File: config.mk
export PLATFORM = sky130hd
export DESIGN_NAME = packet_header_field_extractor
export DESIGN_NICKNAME = d
export VERILOG_FILES = /design/src/hdl/phfe_pkg.sv /design/src/hdl/packet_header_field_extractor.sv /design/src/hdl/phfe_capture.sv /design/src/hdl/phfe_decode.sv
export VERILOG_INCLUDE_DIRS = /design/src /design/src/hdl
export SDC_FILE = /design/constraint.sdc
export NUM_CORES = 1
export LEC_CHECK = 0
export BUFFER_PORTS_ARGS = -buffer_cell sky130_fd_sc_hd__buf_2
export CAP_MARGIN = 20
export CORE_MARGIN = 3
export CORE_UTILIZATION = 44
export CTS_BUF_LIST = sky130_fd_sc_hd__clkbuf_4 sky130_fd_sc_hd__clkbuf_8
export CTS_CLUSTER_DIAMETER = 100
export DETAILED_ROUTE_END_ITERATION = 12
export GPL_TIMING_DRIVEN = 0
export PLACE_DENSITY = 0.65
export SLEW_MARGIN = 15
export SYNTH_ARGS = -nofsm -noshare
export SYNTH_HDL_FRONTEND = slang
export SYNTH_SLANG_ARGS = --single-unit
File: constraint.sdc
create_clock -name clk_i -period 23.1 [get_ports clk_i]
set_input_delay 6.93 -clock clk_i [delete_from_list [all_inputs] [get_ports clk_i]]
set_output_delay 6.93 -clock clk_i [all_outputs]
set_load 0.01 [all_outputs]
File: src/hdl/assert_macros.svh
// Concurrent assertion helpers shared by the RTL.
`ifndef ASSERT_MACROS_SVH
`define ASSERT_MACROS_SVH

// Check a property on the rising edge of clk, off while rstn is low.
`define ASSERT_CLK(lbl, clk, rstn, prop, msg) \
  lbl: assert property (@(posedge clk) disable iff (!rstn) (prop)) else $error(msg);

// Check a property against the module's own clk_i and rst_ni.
`define ASSERT_STD(lbl, prop, msg) `ASSERT_CLK(lbl, clk_i, rst_ni, prop, msg)

`endif

File: src/hdl/phfe_pkg.sv
package phfe_pkg;

  localparam int unsigned ETH_WIN = 6;
  localparam int unsigned L3_WIN  = 10;
  localparam int unsigned L4_WIN  = 13;

  localparam logic [7:0]  ETH_TYPE_OFF    = 8'd12;
  localparam logic [7:0]  VLAN_TCI_OFF    = 8'd14;
  localparam logic [7:0]  VLAN_TYPE_OFF   = 8'd16;
  localparam logic [4:0]  L3_OFF_ETH      = 5'd14;
  localparam logic [4:0]  L3_OFF_VLAN     = 5'd18;
  localparam logic [6:0]  IPV6_HDR_LEN    = 7'd40;
  localparam logic [7:0]  OFF_MAX         = 8'd255;

  localparam logic [15:0] ETH_TYPE_VLAN   = 16'h8100;
  localparam logic [15:0] ETH_TYPE_IPV4   = 16'h0800;
  localparam logic [15:0] ETH_TYPE_IPV6   = 16'h86DD;

  localparam logic [7:0]  IP_VER_4        = 8'd4;
  localparam logic [7:0]  IP_VER_6        = 8'd6;

  localparam logic [7:0]  IP_PROTO_ICMP   = 8'd1;
  localparam logic [7:0]  IP_PROTO_TCP    = 8'd6;
  localparam logic [7:0]  IP_PROTO_UDP    = 8'd17;
  localparam logic [7:0]  IP_PROTO_ICMPV6 = 8'd58;

  localparam logic [7:0]  ICMP_ECHO_REPLY    = 8'd0;
  localparam logic [7:0]  ICMP_ECHO_REQ      = 8'd8;
  localparam logic [7:0]  ICMPV6_ECHO_REQ    = 8'd128;
  localparam logic [7:0]  ICMPV6_ECHO_RSP    = 8'd129;

  localparam logic [15:0] UDP_HDR_LEN     = 16'd8;

  typedef enum logic [1:0] {
    L3_NONE,
    L3_IPV4,
    L3_IPV6
  } l3_kind_e;

  typedef struct packed {
    logic [7:0] data_byte;
    logic       first_byte;
    logic       last_byte;
    logic       framing;
  } beat_t;

  typedef struct packed {
    logic                         mode;
    logic [7:0]                   cnt;
    logic [ETH_WIN-1:0][7:0]      eth;
    logic [L3_WIN-1:0][7:0]       l3w;
    logic [L4_WIN-1:0][7:0]       l4w;
  } snap_t;

  typedef struct packed {
    logic [7:0]  ip_version;
    logic [7:0]  l4_protocol;
    logic [15:0] ipv4_ident;
    logic [16:0] total_length;
    logic [15:0] payload_length;
    logic [15:0] source_port;
    logic [15:0] dest_port;
    logic [31:0] l4_ident;
    logic [31:0] l4_second;
    logic [7:0]  icmp_kind;
    logic [15:0] vlan_tag;
    logic [15:0] ether_type;
  } record_t;

  function automatic logic [4:0] l3_start_f(input logic mode, input logic [15:0] outer_type);
    logic [4:0] start;
    start = '0;
    if (mode) begin
      start = (outer_type == ETH_TYPE_VLAN) ? L3_OFF_VLAN : L3_OFF_ETH;
    end
    return start;
  endfunction

  function automatic l3_kind_e l3_kind_f(input logic mode, input logic [15:0] outer_type,
                                         input logic [15:0] inner_type,
                                         input logic [7:0] ip_b0);
    logic [15:0] etype;
    l3_kind_e    kind;
    etype = (outer_type == ETH_TYPE_VLAN) ? inner_type : outer_type;
    kind  = L3_NONE;
    if (mode) begin
      if (etype == ETH_TYPE_IPV4) begin
        kind = L3_IPV4;
      end else if (etype == ETH_TYPE_IPV6) begin
        kind = L3_IPV6;
      end
    end else begin
      if (ip_b0[7:4] == IP_VER_4[3:0]) begin
        kind = L3_IPV4;
      end else if (ip_b0[7:4] == IP_VER_6[3:0]) begin
        kind = L3_IPV6;
      end
    end
    return kind;
  endfunction

  function automatic logic [6:0] l4_start_f(input l3_kind_e kind, input logic [4:0] l3s,
                                            input logic [7:0] ip_b0);
    logic [6:0] start;
    if (kind == L3_IPV6) begin
      start = {2'b00, l3s} + IPV6_HDR_LEN;
    end else begin
      start = {2'b00, l3s} + {1'b0, ip_b0[3:0], 2'b00};
    end
    return start;
  endfunction

endpackage

File: src/hdl/packet_header_field_extractor.sv
// Packet header field extractor.
// Input channel: one packet byte per beat (in_valid_i / in_stall_o) with
// first/last marks and the framing bit, sampled on the first beat
// (0: packet opens at the IP header, 1: packet opens at the Ethernet header).
// Output channel: one record per beat marked last (out_valid_o / out_stall_i),
// carrying the L2/L3/L4 fields reached so far; fields not reached read zero.
// Throughput: one byte per cycle while in_stall_o is low; every beat updates a
// set of small capture windows (Ethernet type/tag, first ten L3 bytes, first
// thirteen L4 bytes) and the record is formed from them in the same cycle.
// A last beat is held in the input register, then its record in the output one.
// The input register keeps taking beats while a record waits at the output;
// only a last beat that meets a stalled, occupied output register holds the
// input stage, which then raises in_stall_o.
// Reset clears both stages, the byte count and the captured windows; bytes
// before any first mark are parsed with IP framing.
`include "assert_macros.svh"

module packet_header_field_extractor (
  input  logic        clk_i,
  input  logic        rst_ni,
  input  logic        in_valid_i,
  output logic        in_stall_o,
  input  logic [7:0]  data_byte_i,
  input  logic        first_byte_i,
  input  logic        last_byte_i,
  input  logic        framing_i,
  output logic        out_valid_o,
  input  logic        out_stall_i,
  output logic [7:0]  ip_version_o,
  output logic [7:0]  l4_protocol_o,
  output logic [15:0] ipv4_ident_o,
  output logic [16:0] total_length_o,
  output logic [15:0] payload_length_o,
  output logic [15:0] source_port_o,
  output logic [15:0] dest_port_o,
  output logic [31:0] l4_ident_o,
  output logic [31:0] l4_second_o,
  output logic [7:0]  icmp_kind_o,
  output logic [15:0] vlan_tag_o,
  output logic [15:0] ether_type_o
);
  import phfe_pkg::*;

  beat_t   in_q, in_d;
  logic    in_valid_q, in_valid_d;
  logic    out_valid_q, out_valid_d;
  record_t rec_q, rec_d;
  snap_t   snap;
  logic    accept;
  logic    out_free;
  logic    adv;
  logic    load_out;

  assign out_free   = !out_valid_q || !out_stall_i;
  assign adv        = in_valid_q && (!in_q.last_byte || out_free);
  assign load_out   = adv && in_q.last_byte;
  assign in_stall_o = in_valid_q && !adv;
  assign accept     = in_valid_i && !in_stall_o;

  always_comb begin
    in_d.data_byte  = data_byte_i;
    in_d.first_byte = first_byte_i;
    in_d.last_byte  = last_byte_i;
    in_d.framing    = framing_i;
    in_valid_d      = accept ? 1'b1 : (adv ? 1'b0 : in_valid_q);
    out_valid_d     = load_out ? 1'b1 : (out_free ? 1'b0 : out_valid_q);
  end

  phfe_capture u_capture (
    .clk_i  (clk_i),
    .rst_ni (rst_ni),
    .adv_i  (adv),
    .beat_i (in_q),
    .snap_o (snap)
  );

  phfe_decode u_decode (
    .snap_i (snap),
    .rec_o  (rec_d)
  );

  always_ff @(posedge clk_i or negedge rst_ni) begin
    if (!rst_ni) begin
      in_valid_q  <= 1'b0;
      out_valid_q <= 1'b0;
    end else begin
      in_valid_q  <= in_valid_d;
      out_valid_q <= out_valid_d;
    end
  end

  always_ff @(posedge clk_i) begin
    if (accept) begin
      in_q <= in_d;
    end
    if (load_out) begin
      rec_q <= rec_d;
    end
  end

  assign out_valid_o      = out_valid_q;
  assign ip_version_o     = rec_q.ip_version;
  assign l4_protocol_o    = rec_q.l4_protocol;
  assign ipv4_ident_o     = rec_q.ipv4_ident;
  assign total_length_o   = rec_q.total_length;
  assign payload_length_o = rec_q.payload_length;
  assign source_port_o    = rec_q.source_port;
  assign dest_port_o      = rec_q.dest_port;
  assign l4_ident_o       = rec_q.l4_ident;
  assign l4_second_o      = rec_q.l4_second;
  assign icmp_kind_o      = rec_q.icmp_kind;
  assign vlan_tag_o       = rec_q.vlan_tag;
  assign ether_type_o     = rec_q.ether_type;

  `ASSERT_STD(a_no_overwrite, out_valid_q && out_stall_i |-> !load_out,
              "record overwritten while stalled")
  `ASSERT_STD(a_load_shows, load_out |=> out_valid_q, "loaded record not presented")
  `ASSERT_STD(a_hold_beat, in_valid_q && !adv |=> in_valid_q && $stable(in_q),
              "held input beat lost")

endmodule

File: src/hdl/phfe_capture.sv
`include "assert_macros.svh"

module phfe_capture (
  input  logic            clk_i,
  input  logic            rst_ni,
  input  logic            adv_i,
  input  phfe_pkg::beat_t beat_i,
  output phfe_pkg::snap_t snap_o
);
  import phfe_pkg::*;

  logic                    mode_q, mode_d;
  logic [7:0]              off_q, off_d;
  logic [ETH_WIN-1:0][7:0] eth_q, eth_b, eth_d;
  logic [L3_WIN-1:0][7:0]  l3w_q, l3w_b, l3w_d;
  logic [L4_WIN-1:0][7:0]  l4w_q, l4w_b, l4w_d;
  logic [7:0]              off_eff;
  logic [4:0]              l3s;
  logic [6:0]              l4s;
  logic [7:0]              l3b0;
  l3_kind_e                kind;

  always_comb begin
    off_eff = beat_i.first_byte ? '0 : off_q;
    mode_d  = beat_i.first_byte ? beat_i.framing : mode_q;
    eth_b   = beat_i.first_byte ? '0 : eth_q;
    l3w_b   = beat_i.first_byte ? '0 : l3w_q;
    l4w_b   = beat_i.first_byte ? '0 : l4w_q;
    off_d   = (off_eff == OFF_MAX) ? OFF_MAX : off_eff + 8'd1;

    l3s  = l3_start_f(mode_d, {eth_b[0], eth_b[1]});
    l3b0 = (off_eff == {3'b000, l3s}) ? beat_i.data_byte : l3w_b[0];
    kind = l3_kind_f(mode_d, {eth_b[0], eth_b[1]}, {eth_b[4], eth_b[5]}, l3b0);
    l4s  = l4_start_f(kind, l3s, l3b0);

    eth_d = eth_b;
    for (int i = 0; i < ETH_WIN; i++) begin
      if (off_eff == ETH_TYPE_OFF + 8'(i)) begin
        eth_d[i] = beat_i.data_byte;
      end
    end
    l3w_d = l3w_b;
    for (int i = 0; i < L3_WIN; i++) begin
      if (off_eff == {3'b000, l3s} + 8'(i)) begin
        l3w_d[i] = beat_i.data_byte;
      end
    end
    l4w_d = l4w_b;
    for (int i = 0; i < L4_WIN; i++) begin
      if (off_eff == {1'b0, l4s} + 8'(i)) begin
        l4w_d[i] = beat_i.data_byte;
      end
    end

    snap_o.mode = mode_d;
    snap_o.cnt  = off_d;
    snap_o.eth  = eth_d;
    snap_o.l3w  = l3w_d;
    snap_o.l4w  = l4w_d;
  end

  always_ff @(posedge clk_i or negedge rst_ni) begin
    if (!rst_ni) begin
      mode_q <= 1'b0;
      off_q  <= '0;
      eth_q  <= '0;
      l3w_q  <= '0;
      l4w_q  <= '0;
    end else if (adv_i) begin
      mode_q <= mode_d;
      off_q  <= off_d;
      eth_q  <= eth_d;
      l3w_q  <= l3w_d;
      l4w_q  <= l4w_d;
    end
  end

  `ASSERT_STD(a_cnt_nonzero, adv_i |=> off_q != 8'd0, "byte count wrapped to zero")
  `ASSERT_STD(a_first_restart, adv_i && beat_i.first_byte |=> off_q == 8'd1,
              "first beat did not restart the byte count")

endmodule

File: src/hdl/phfe_decode.sv
module phfe_decode (
  input  phfe_pkg::snap_t   snap_i,
  output phfe_pkg::record_t rec_o
);
  import phfe_pkg::*;

  function automatic logic got_f(input logic [7:0] cnt, input logic [7:0] off,
                                 input logic [2:0] n);
    return ({1'b0, off} + {6'b0, n}) <= {1'b0, cnt};
  endfunction

  record_t    rec;
  l3_kind_e   kind;
  logic [4:0] l3s;
  logic [6:0] l4s;
  logic [7:0] l3o;
  logic [7:0] l4o;
  logic       l3_ok;
  logic       l4_ok;
  logic       proto_ok;
  logic       pay_ok;
  logic       echo;

  always_comb begin
    rec      = '0;
    kind     = L3_NONE;
    l3s      = '0;
    l4s      = '0;
    l3_ok    = 1'b0;
    l4_ok    = 1'b0;
    proto_ok = 1'b0;
    pay_ok   = 1'b0;
    echo     = 1'b0;

    if (snap_i.mode) begin
      if (got_f(snap_i.cnt, ETH_TYPE_OFF, 3'd2)) begin
        if ({snap_i.eth[0], snap_i.eth[1]} == ETH_TYPE_VLAN) begin
          if (got_f(snap_i.cnt, VLAN_TCI_OFF, 3'd2)) begin
            rec.vlan_tag = {snap_i.eth[2], snap_i.eth[3]};
          end
          if (got_f(snap_i.cnt, VLAN_TYPE_OFF, 3'd2)) begin
            rec.ether_type = {snap_i.eth[4], snap_i.eth[5]};
            l3_ok          = 1'b1;
          end
        end else begin
          rec.ether_type = {snap_i.eth[0], snap_i.eth[1]};
          l3_ok          = 1'b1;
        end
      end
    end else if (got_f(snap_i.cnt, 8'd0, 3'd1)) begin
      l3_ok = 1'b1;
    end

    if (l3_ok) begin
      l3s  = l3_start_f(snap_i.mode, {snap_i.eth[0], snap_i.eth[1]});
      kind = l3_kind_f(snap_i.mode, {snap_i.eth[0], snap_i.eth[1]},
                       {snap_i.eth[4], snap_i.eth[5]}, snap_i.l3w[0]);
      if (!snap_i.mode && kind == L3_NONE) begin
        rec.ip_version = snap_i.l3w[0];
      end
    end
    l3o = {3'b000, l3s};
    l4s = l4_start_f(kind, l3s, snap_i.l3w[0]);
    l4o = {1'b0, l4s};

    unique case (kind)
      L3_IPV4: begin
        rec.ip_version = IP_VER_4;
        l4_ok = got_f(snap_i.cnt, l3o, 3'd1);
        if (got_f(snap_i.cnt, l3o + 8'd9, 3'd1)) begin
          rec.l4_protocol = snap_i.l3w[9];
          proto_ok        = 1'b1;
        end
        if (got_f(snap_i.cnt, l3o + 8'd4, 3'd2)) begin
          rec.ipv4_ident = {snap_i.l3w[4], snap_i.l3w[5]};
        end
        if (got_f(snap_i.cnt, l3o + 8'd2, 3'd2)) begin
          rec.total_length   = {1'b0, snap_i.l3w[2], snap_i.l3w[3]};
          rec.payload_length = {snap_i.l3w[2], snap_i.l3w[3]}
                             - {10'b0, snap_i.l3w[0][3:0], 2'b00};
          pay_ok             = 1'b1;
        end
      end
      L3_IPV6: begin
        rec.ip_version = IP_VER_6;
        l4_ok = 1'b1;
        if (got_f(snap_i.cnt, l3o + 8'd6, 3'd1)) begin
          rec.l4_protocol = snap_i.l3w[6];
          proto_ok        = 1'b1;
        end
        if (got_f(snap_i.cnt, l3o + 8'd4, 3'd2)) begin
          rec.payload_length = {snap_i.l3w[4], snap_i.l3w[5]};
          rec.total_length   = {1'b0, snap_i.l3w[4], snap_i.l3w[5]} + 17'(IPV6_HDR_LEN);
          pay_ok             = 1'b1;
        end
      end
      default: begin
      end
    endcase

    if (l4_ok && proto_ok) begin
      case (rec.l4_protocol) inside
        IP_PROTO_TCP: begin
          if (got_f(snap_i.cnt, l4o, 3'd2)) begin
            rec.source_port = {snap_i.l4w[0], snap_i.l4w[1]};
          end
          if (got_f(snap_i.cnt, l4o + 8'd2, 3'd2)) begin
            rec.dest_port = {snap_i.l4w[2], snap_i.l4w[3]};
          end
          if (got_f(snap_i.cnt, l4o + 8'd4, 3'd4)) begin
            rec.l4_ident = {snap_i.l4w[4], snap_i.l4w[5], snap_i.l4w[6], snap_i.l4w[7]};
          end
          if (got_f(snap_i.cnt, l4o + 8'd8, 3'd4)) begin
            rec.l4_second = {snap_i.l4w[8], snap_i.l4w[9], snap_i.l4w[10], snap_i.l4w[11]};
          end
          if (pay_ok && got_f(snap_i.cnt, l4o + 8'd12, 3'd1)) begin
            rec.payload_length = rec.payload_length - {10'b0, snap_i.l4w[12][7:4], 2'b00};
          end
        end
        IP_PROTO_UDP: begin
          if (got_f(snap_i.cnt, l4o, 3'd2)) begin
            rec.source_port = {snap_i.l4w[0], snap_i.l4w[1]};
          end
          if (got_f(snap_i.cnt, l4o + 8'd2, 3'd2)) begin
            rec.dest_port = {snap_i.l4w[2], snap_i.l4w[3]};
          end
          if (pay_ok) begin
            rec.payload_length = rec.payload_length - UDP_HDR_LEN;
          end
        end
        IP_PROTO_ICMP, IP_PROTO_ICMPV6: begin
          if (got_f(snap_i.cnt, l4o, 3'd1)) begin
            rec.icmp_kind = snap_i.l4w[0];
            echo = (snap_i.l4w[0] == ICMP_ECHO_REPLY) || (snap_i.l4w[0] == ICMP_ECHO_REQ)
                || (snap_i.l4w[0] == ICMPV6_ECHO_REQ) || (snap_i.l4w[0] == ICMPV6_ECHO_RSP);
            if (echo && got_f(snap_i.cnt, l4o + 8'd4, 3'd2)) begin
              rec.l4_ident = {16'b0, snap_i.l4w[4], snap_i.l4w[5]};
            end
            if (echo && got_f(snap_i.cnt, l4o + 8'd6, 3'd2)) begin
              rec.l4_second = {16'b0, snap_i.l4w[6], snap_i.l4w[7]};
            end
          end
        end
        default: begin
          if (got_f(snap_i.cnt, l4o, 3'd4)) begin
            rec.l4_ident = {snap_i.l4w[0], snap_i.l4w[1], snap_i.l4w[2], snap_i.l4w[3]};
          end
          if (got_f(snap_i.cnt, l4o + 8'd4, 3'd4)) begin
            rec.l4_second = {snap_i.l4w[4], snap_i.l4w[5], snap_i.l4w[6], snap_i.l4w[7]};
          end
        end
      endcase
    end

    rec_o = rec;
  end

endmodule
==> impl_metrics.csv, run 1 <==
group,metric,value,unit
floorplanning,pin_count,218,
clock_network,cts_buffers,73,
timing,fmax,62.65,MHz
power,irDropWorstVdd,0.03484,mV
timing,skew,40.13,ps
grt,grt_overflow,0,
logic_synthesis,async_flop_share,50.59,%
run,cap_violations,0,
logic_synthesis,syn-cell-area,25470,sq um
placement,dpl.hpwl,75.09,mm
timing,worst_pin_slew,1276,ps
outcome,status,"completed",
logic_synthesis,yosysUniqueCellTypes,108,
worst_setup_path,crit_path_start_kind,"flop",
worst_setup_path,crit_path_top_delay_cell,"nand4_1",
logic_synthesis,yosysSeqAreaShare,45.89,%
worst_hold_path,hp-class,"flop to flop",
clock_network,cts_resized,0,
drt,postRouteAntennaNets,0,
logic_synthesis,ys.flop_type,"dfrtp_1",
finish,layout_commonest_cell,"nand2_1",
floorplanning,die_w,246.6,um
grt,grt_max_degree,91,
timing,finalCriticalPeriod,15960,ps
floorplanning,std_cell_rows,87,
clock_network,htree_levels,3,
power,comb_power_share,22.4,%
logic_synthesis,synth_fp_nets,2694,
grt,grt_pass1_wl,146.4,mm
logic_synthesis,synth_top_area_cell,"edfxtp_1",
logic_synthesis,syn_avg_cell_area,9.893,sq um
power,p_per_area,71.56,nW/um^2
finish,fin_util,51.69,%
floorplanning,core,56820,sq um
grt,antenna_found_initial,1,
worst_setup_path,required,23560,ps
power,swShare,32.08,%
power,p_leak,11.57,nW
timing,rsz0062_at_grt,"false",
logic_synthesis,syn_inst,2574,
floorplanning,die-area,60800,sq um
clock_network,clk_pin_slew,70,ps
clock_network,cts_tree,"built",
drt,vias,23430,
clock_network,clock_sinks,425,
power,p_sw,0.6744,mW
floorplanning,die_h,246.6,um
logic_synthesis,yosysWarnings,0,
timing,setup_tns,0,ps
placement,pre_cts_slack,7759,ps
placement,place_congestion,1.015,
worst_setup_path,slowest_delay,850,ps
worst_setup_path,critPathCaptureType,"flop",
clock_network,clockBufferDepth,3,
power,seqPwrFrac,41.3,%
finish,syn2layout_area_growth,15.34,%
power,clock_power_share,36.3,%
timing,setup_viol,0,
logic_synthesis,synth_top_area_share,24.76,%
worst_setup_path,worst_path_most_repeated_cell,"clkbuf_1",
drt,drc,0,
finish,nFillCells,5266,
timing,finalHoldViolCount,0,
finish,antenna_cells,0,
placement,place_area,27720,sq um
finish,drive_gt1_share,16.53,%
drt,wl_per_cell,27.17,um
timing,relSlewSlack,14.90,%
clock_network,cts_hold_buf,0,
worst_setup_path,crit_type,"flop to flop",
finish,postLayoutCellArea,29370,sq um
drt,wirelength,100.4,mm
worst_setup_path,cp_max_fo,10,
finish,fin_nets,3001,
grt,grt_usage,32.48,%
worst_setup_path,critPathArrivalTime,16420,ps
placement,numPortBuffers,217,
timing,min_period_over_period,69.09,%
clock_network,clockRootBuffer,"clkbuf_8",
power,p_int,1.428,mW
logic_synthesis,ys_top_cells_by_area,"edfxtp_1 25%, dfrtp_1 21%, ha_1 5.0%",
grt,first_global_vias,22460,
drt,drt_iter0_drc,2802,
logic_synthesis,synth-seq-cells,425,
finish,most-common-layout-cells,"247 x nand2_1, 241 x buf_2, 215 x dfrtp_1",
floorplanning,start_util,44.82,%
drt,first_pass_iters,8,
timing,finalMaxSlewViolations,0,
timing,fin_ws,7139,ps
logic_synthesis,synth_edf_count,210,
clock_network,insertion_delay,690,ps
clock_network,cts_setup_buffers,0,
drt,viasPerCell,6.339,
per-stage QoR:
| stage | cells | hold slack [ps] | power (mW) |
|---|---|---|---|
| 2_1_floorplan | 2574 | 441.9 | 1.176 |
| 3_3_place_gp | 3547 | 453.5 | 1.330 |
| 3_5_place_dp | 3557 | 462.8 | 1.338 |
| 4_1_cts | 3691 | 475.9 | 2.097 |
| 5_1_grt | 3696 | 495.5 | 2.178 |
| 6_report | 3696 | 473.4 | 2.102 |
layer usage:
metal / vias up / wire [um] / global-route usage, %
met5: - / 0 / 0
met4: 0 / 5132 / 15.73
met3: 266 / 9639 / 7.249
met2: 1442 / 45690 / 51.65
met1: 11420 / 39950 / 41.96
li1: 10300 / - / -
Yosys cell counts, types with 11 or more instances:
library cell	n
dfrtp_1	215
o211ai_1	36
nor3_1	26
and3_1	15
a21oi_1	118
o21ai_1	27
o21ai_0	170
or2_2	22
nor4_1	34
nand2b_1	21
ha_1	101
nand4_1	35
o21a_1	19
nor2_1	186
nand3_1	93
nor2b_1	71
a32o_1	20
mux2i_1	69
xor2_1	29
and2_1	26
o22ai_1	45
o31ai_1	12
inv_1	63
a22o_1	82
edfxtp_1	210
nor3b_1	44
buf_1	13
a31oi_1	44
a211oi_1	11
a21o_1	34
clkbuf_1	130
xnor2_1	42
buf_2	23
nand2_1	247
o221ai_1	33
cells by family (layout without fill, tap and decap cells):
logic type	after synthesis	count (layout)	share of synthesized area, %
adders and majority gates	105	105	5.277
AOI/OAI and AO/OA	767	767	21.33
muxes	75	75	3.022
buffers and inverters	238	604	3.695
and+or+nand+nor	893	893	18.35
DFF	425	425	45.89
xor gates and xnor gates	71	71	2.442
state kept, by name (all words and copies together) (netlist names):
signal            cells
dest_port_o          16
ether_type_o         16
icmp_kind_o           8
in_q                 11
in_valid_q            1
ip_version_o          8
ipv4_ident_o         16
l4_ident_o           32
l4_protocol_o         8
l4_second_o          32
out_valid_o           1
payload_length_o     14
source_port_o        16
total_length_o       17
u_capture.eth_q      48
u_capture.l3w_q      56
u_capture.l4w_q     100
u_capture.mode_q      1
u_capture.off_q       8
vlan_tag_o           16
worst max-delay path, delay by kind of cell (launching register included):
family	cells	cell delay (ps)
fa+ha+maj	4	1070
mux	1	500
compound gates	6	2280
simple gates	11	3740
buf+inv	19	7080
flops	1	390
xor+xnor	2	650
worst paths after layout:
path / start / end / slack, ps / cells past startpoint
worst min-delay path: u_capture.l3w_q[34] / u_capture.l3w_q[34] / 470 / 2
min in group asynchronous: rst_ni / u_capture.l4w_q[14] / 6180 / 1
max in group asynchronous: rst_ni / u_capture.eth_q[20] / 16060 / 2
worst max-delay path: in_q[2] / l4_second_o[14] / 7140 / 43
worst max register to register: in_q[2] / l4_second_o[14] / 7140 / 43
worst min register to register: u_capture.l3w_q[34] / u_capture.l3w_q[34] / 470 / 2
layout make-up:
cell class / instances / area (sq um) / area share, %
inverters: 68 / 255.2 / 0.8690
well taps: 756 / 945.9 / 3.220
multi-input cells: 1911 / 12860 / 43.79
clock buffers: 103 / 1274 / 4.336
flip-flops and latches: 425 / 11690 / 39.79
repair buffers: 232 / 1323 / 4.502
plain buffers: 170 / 685.7 / 2.334
clock inverters: 31 / 341.6 / 1.163
power groups by stage:
stage	clock network [mW]	logic, mW	registers [mW]
6_report	0.763	0.471	0.868
5_1_grt	0.805	0.501	0.872
4_1_cts	0.770	0.459	0.867
3_5_place_dp	0	0.457	0.881
3_3_place_gp	0	0.445	0.885
2_1_floorplan	0	0.292	0.884
No activity file was read; power rests on OpenSTA's default activity.
==> run 2: changes to the inputs <==
clock period = 14.69 ns   (was 23.1 ns; I/O delays follow)
==> impl_metrics.csv, run 2 (synthesis results as in run 1) <==
group,metric,value,unit
worst_setup_path,required,15060,ps
drt,vias,23460,
placement,place_congestion,1.015,
worst_setup_path,critPathTopFamily,"buffers and inverters",
worst_setup_path,crit_path_top_delay_cell,"or4_1",
finish,fin_nets,3002,
floorplanning,core,56820,sq um
finish,reg_top3,"u_capture.l4w_q (100), u_capture.l3w_q (56), u_capture.eth_q (48)",
finish,largest_reg_flops,100,
timing,skew,43.66,ps
power,swShare,32.15,%
clock_network,cts_hold_buf,0,
clock_network,clockRootBuffer,"clkbuf_8",
placement,numPortBuffers,217,
timing,fin_ws,820.8,ps
grt,grt_pass1_wl,146.4,mm
floorplanning,die-area,60800,sq um
worst_setup_path,critPathArrivalTime,14240,ps
grt,grt_max_degree,91,
floorplanning,pin_count,218,
drt,drt_iter0_drc,2825,
worst_setup_path,cp_num_buf_inv,19,
timing,finalMaxSlewViolations,0,
power,irDropWorstVdd,0.05491,mV
power,p_total,3.309,mW
clock_network,cts_tree,"built",
timing,worst_pin_slew,1310,ps
grt,grt_usage,32.48,%
floorplanning,die_h,246.6,um
worst_setup_path,slowest_delay,600,ps
power,p_int,2.245,mW
run,cap_violations,0,
clock_network,htree_levels,3,
drt,met3_length,9.380,mm
placement,pre_cts_slack,-650.8,ps
finish,top_register,"u_capture.l4w_q",
power,p_leak,11.59,nW
outcome,status,"completed",
clock_network,insertion_delay,690,ps
timing,rsz0062_at_grt,"false",
placement,dpl.hpwl,75.09,mm
finish,most-common-layout-cells,"247 x nand2_1, 241 x buf_2, 215 x dfrtp_1",
timing,whs,476.9,ps
finish,syn2layout_area_growth,15.44,%
drt,wirelength,100.3,mm
clock_network,clockBufferDepth,3,
worst_setup_path,critPathCaptureType,"flop",
drt,routed.top_layer,"met4",
grt,antenna_found_initial,1,
drt,postRouteAntennaNets,0,
timing,setup_viol,0,
timing,finalCriticalPeriod,13870,ps
timing,min_period_over_period,94.41,%
floorplanning,die_w,246.6,um
grt,grt_overflow,0,
worst_setup_path,crit_path_start_kind,"flop",
power,clock_power_share,36.3,%
worst_hold_path,hp-class,"flop to flop",
timing,relSlewSlack,12.64,%
drt,drc,0,
finish,layout_commonest_cell,"nand2_1",
drt,wl_per_cell,27.13,um
floorplanning,start_util,44.82,%
drt,first_pass_iters,10,
power,p_per_area,112.5,nW/um^2
worst_setup_path,worst_path_most_repeated_cell,"clkbuf_1",
drt,dr_wl_met2,45.60,mm
worst_setup_path,cp_max_fo,19,
power,comb_power_share,22.4,%
clock_network,clock_sinks,425,
clock_network,cts_buffers,73,
floorplanning,std_cell_rows,87,
clock_network,clk_pin_slew,70,ps
finish,drive_gt1_share,16.76,%
power,p_sw,1.064,mW
worst_setup_path,crit_type,"flop to flop",
timing,finalHoldViolCount,0,
grt,first_global_vias,22470,
drt,met1_length,40.19,mm
drt,viasPerCell,6.343,
power,seqPwrFrac,41.3,%
timing,fmax,72.10,MHz
run 2: changes by cell type in the layout (fill, tap and decap cells not counted), sizes merged:
cell and delta:
buf +1, diode +1
run 2: what timing repair did:
action | in CTS | in global routing
endpoints found under the setup margin | 68 | 94
buffers inserted | 2 | 0
gates resized for setup | 2 | 7
pin swaps | 1 | 0
gates cloned | 0 | 0
run 2: path summary, 6_finish.rpt:
check | start | end | slack, ps | depth (start not counted)
hold / removal | u_capture.l4w_q[47] | u_capture.l4w_q[47] | 480 | 2
hold reg to reg | u_capture.l4w_q[47] | u_capture.l4w_q[47] | 480 | 2
setup / recovery | in_q[2] | l4_ident_o[6] | 820 | 43
min in group asynchronous | rst_ni | u_capture.l4w_q[34] | 3660 | 1
setup reg to reg | in_q[2] | l4_ident_o[6] | 820 | 43
max in group asynchronous | rst_ni | u_capture.eth_q[20] | 10180 | 2
run 2: metrics by stage:
step	instance area, sq um	TNS, ps	utilization [%]	cells
after floorplan	25470	0	-	2574
after global placement	27500	-17740	48.39	3547
after detailed placement	27720	-20840	48.78	3557
after CTS	29350	0	51.65	3693
after global routing	29400	0	51.73	3697
final	29400	0	51.74	3698
run 2: area by class of cell:
cell class / instances / area, sq um
buffer: 169 / 689.4
timing repair buffer: 234 / 1338
antenna: 1 / 2.502
tap: 756 / 945.9
fill: 5269 / 27420
multi-input combinational: 1911 / 12870
sequential: 425 / 11690
clock buffer: 103 / 1274
clock inverter: 31 / 341.6
inverter: 68 / 255.2
run 2: worst reg2reg max path: cells and delay by family, from the launching register on:
kind,cells,cell delay (ps)
buffers and inverters,19,6210
AOI/OAI and AO/OA,10,2970
and+or+nand+nor,9,2540
adders and majority gates,4,1050
xor gates and xnor gates,1,450
DFF,1,390
run 2: routing by layer:
metal,global-route usage [%],up-vias
met2,51.69,1393
li1,-,10320
met4,15.63,0
met3,7.205,278
met1,42.01,11470
met5,0,-
run 2: power by group through the flow:
| stage | combinational [mW] | sequential [mW] | clock (mW) |
|---|---|---|---|
| finish | 0.741 | 1.37 | 1.20 |
| floorplan | 0.459 | 1.39 | 0 |
| CTS | 0.723 | 1.36 | 1.21 |
| global route | 0.788 | 1.37 | 1.27 |
| global placement | 0.700 | 1.39 | 0 |
| detailed placement | 0.719 | 1.39 | 0 |
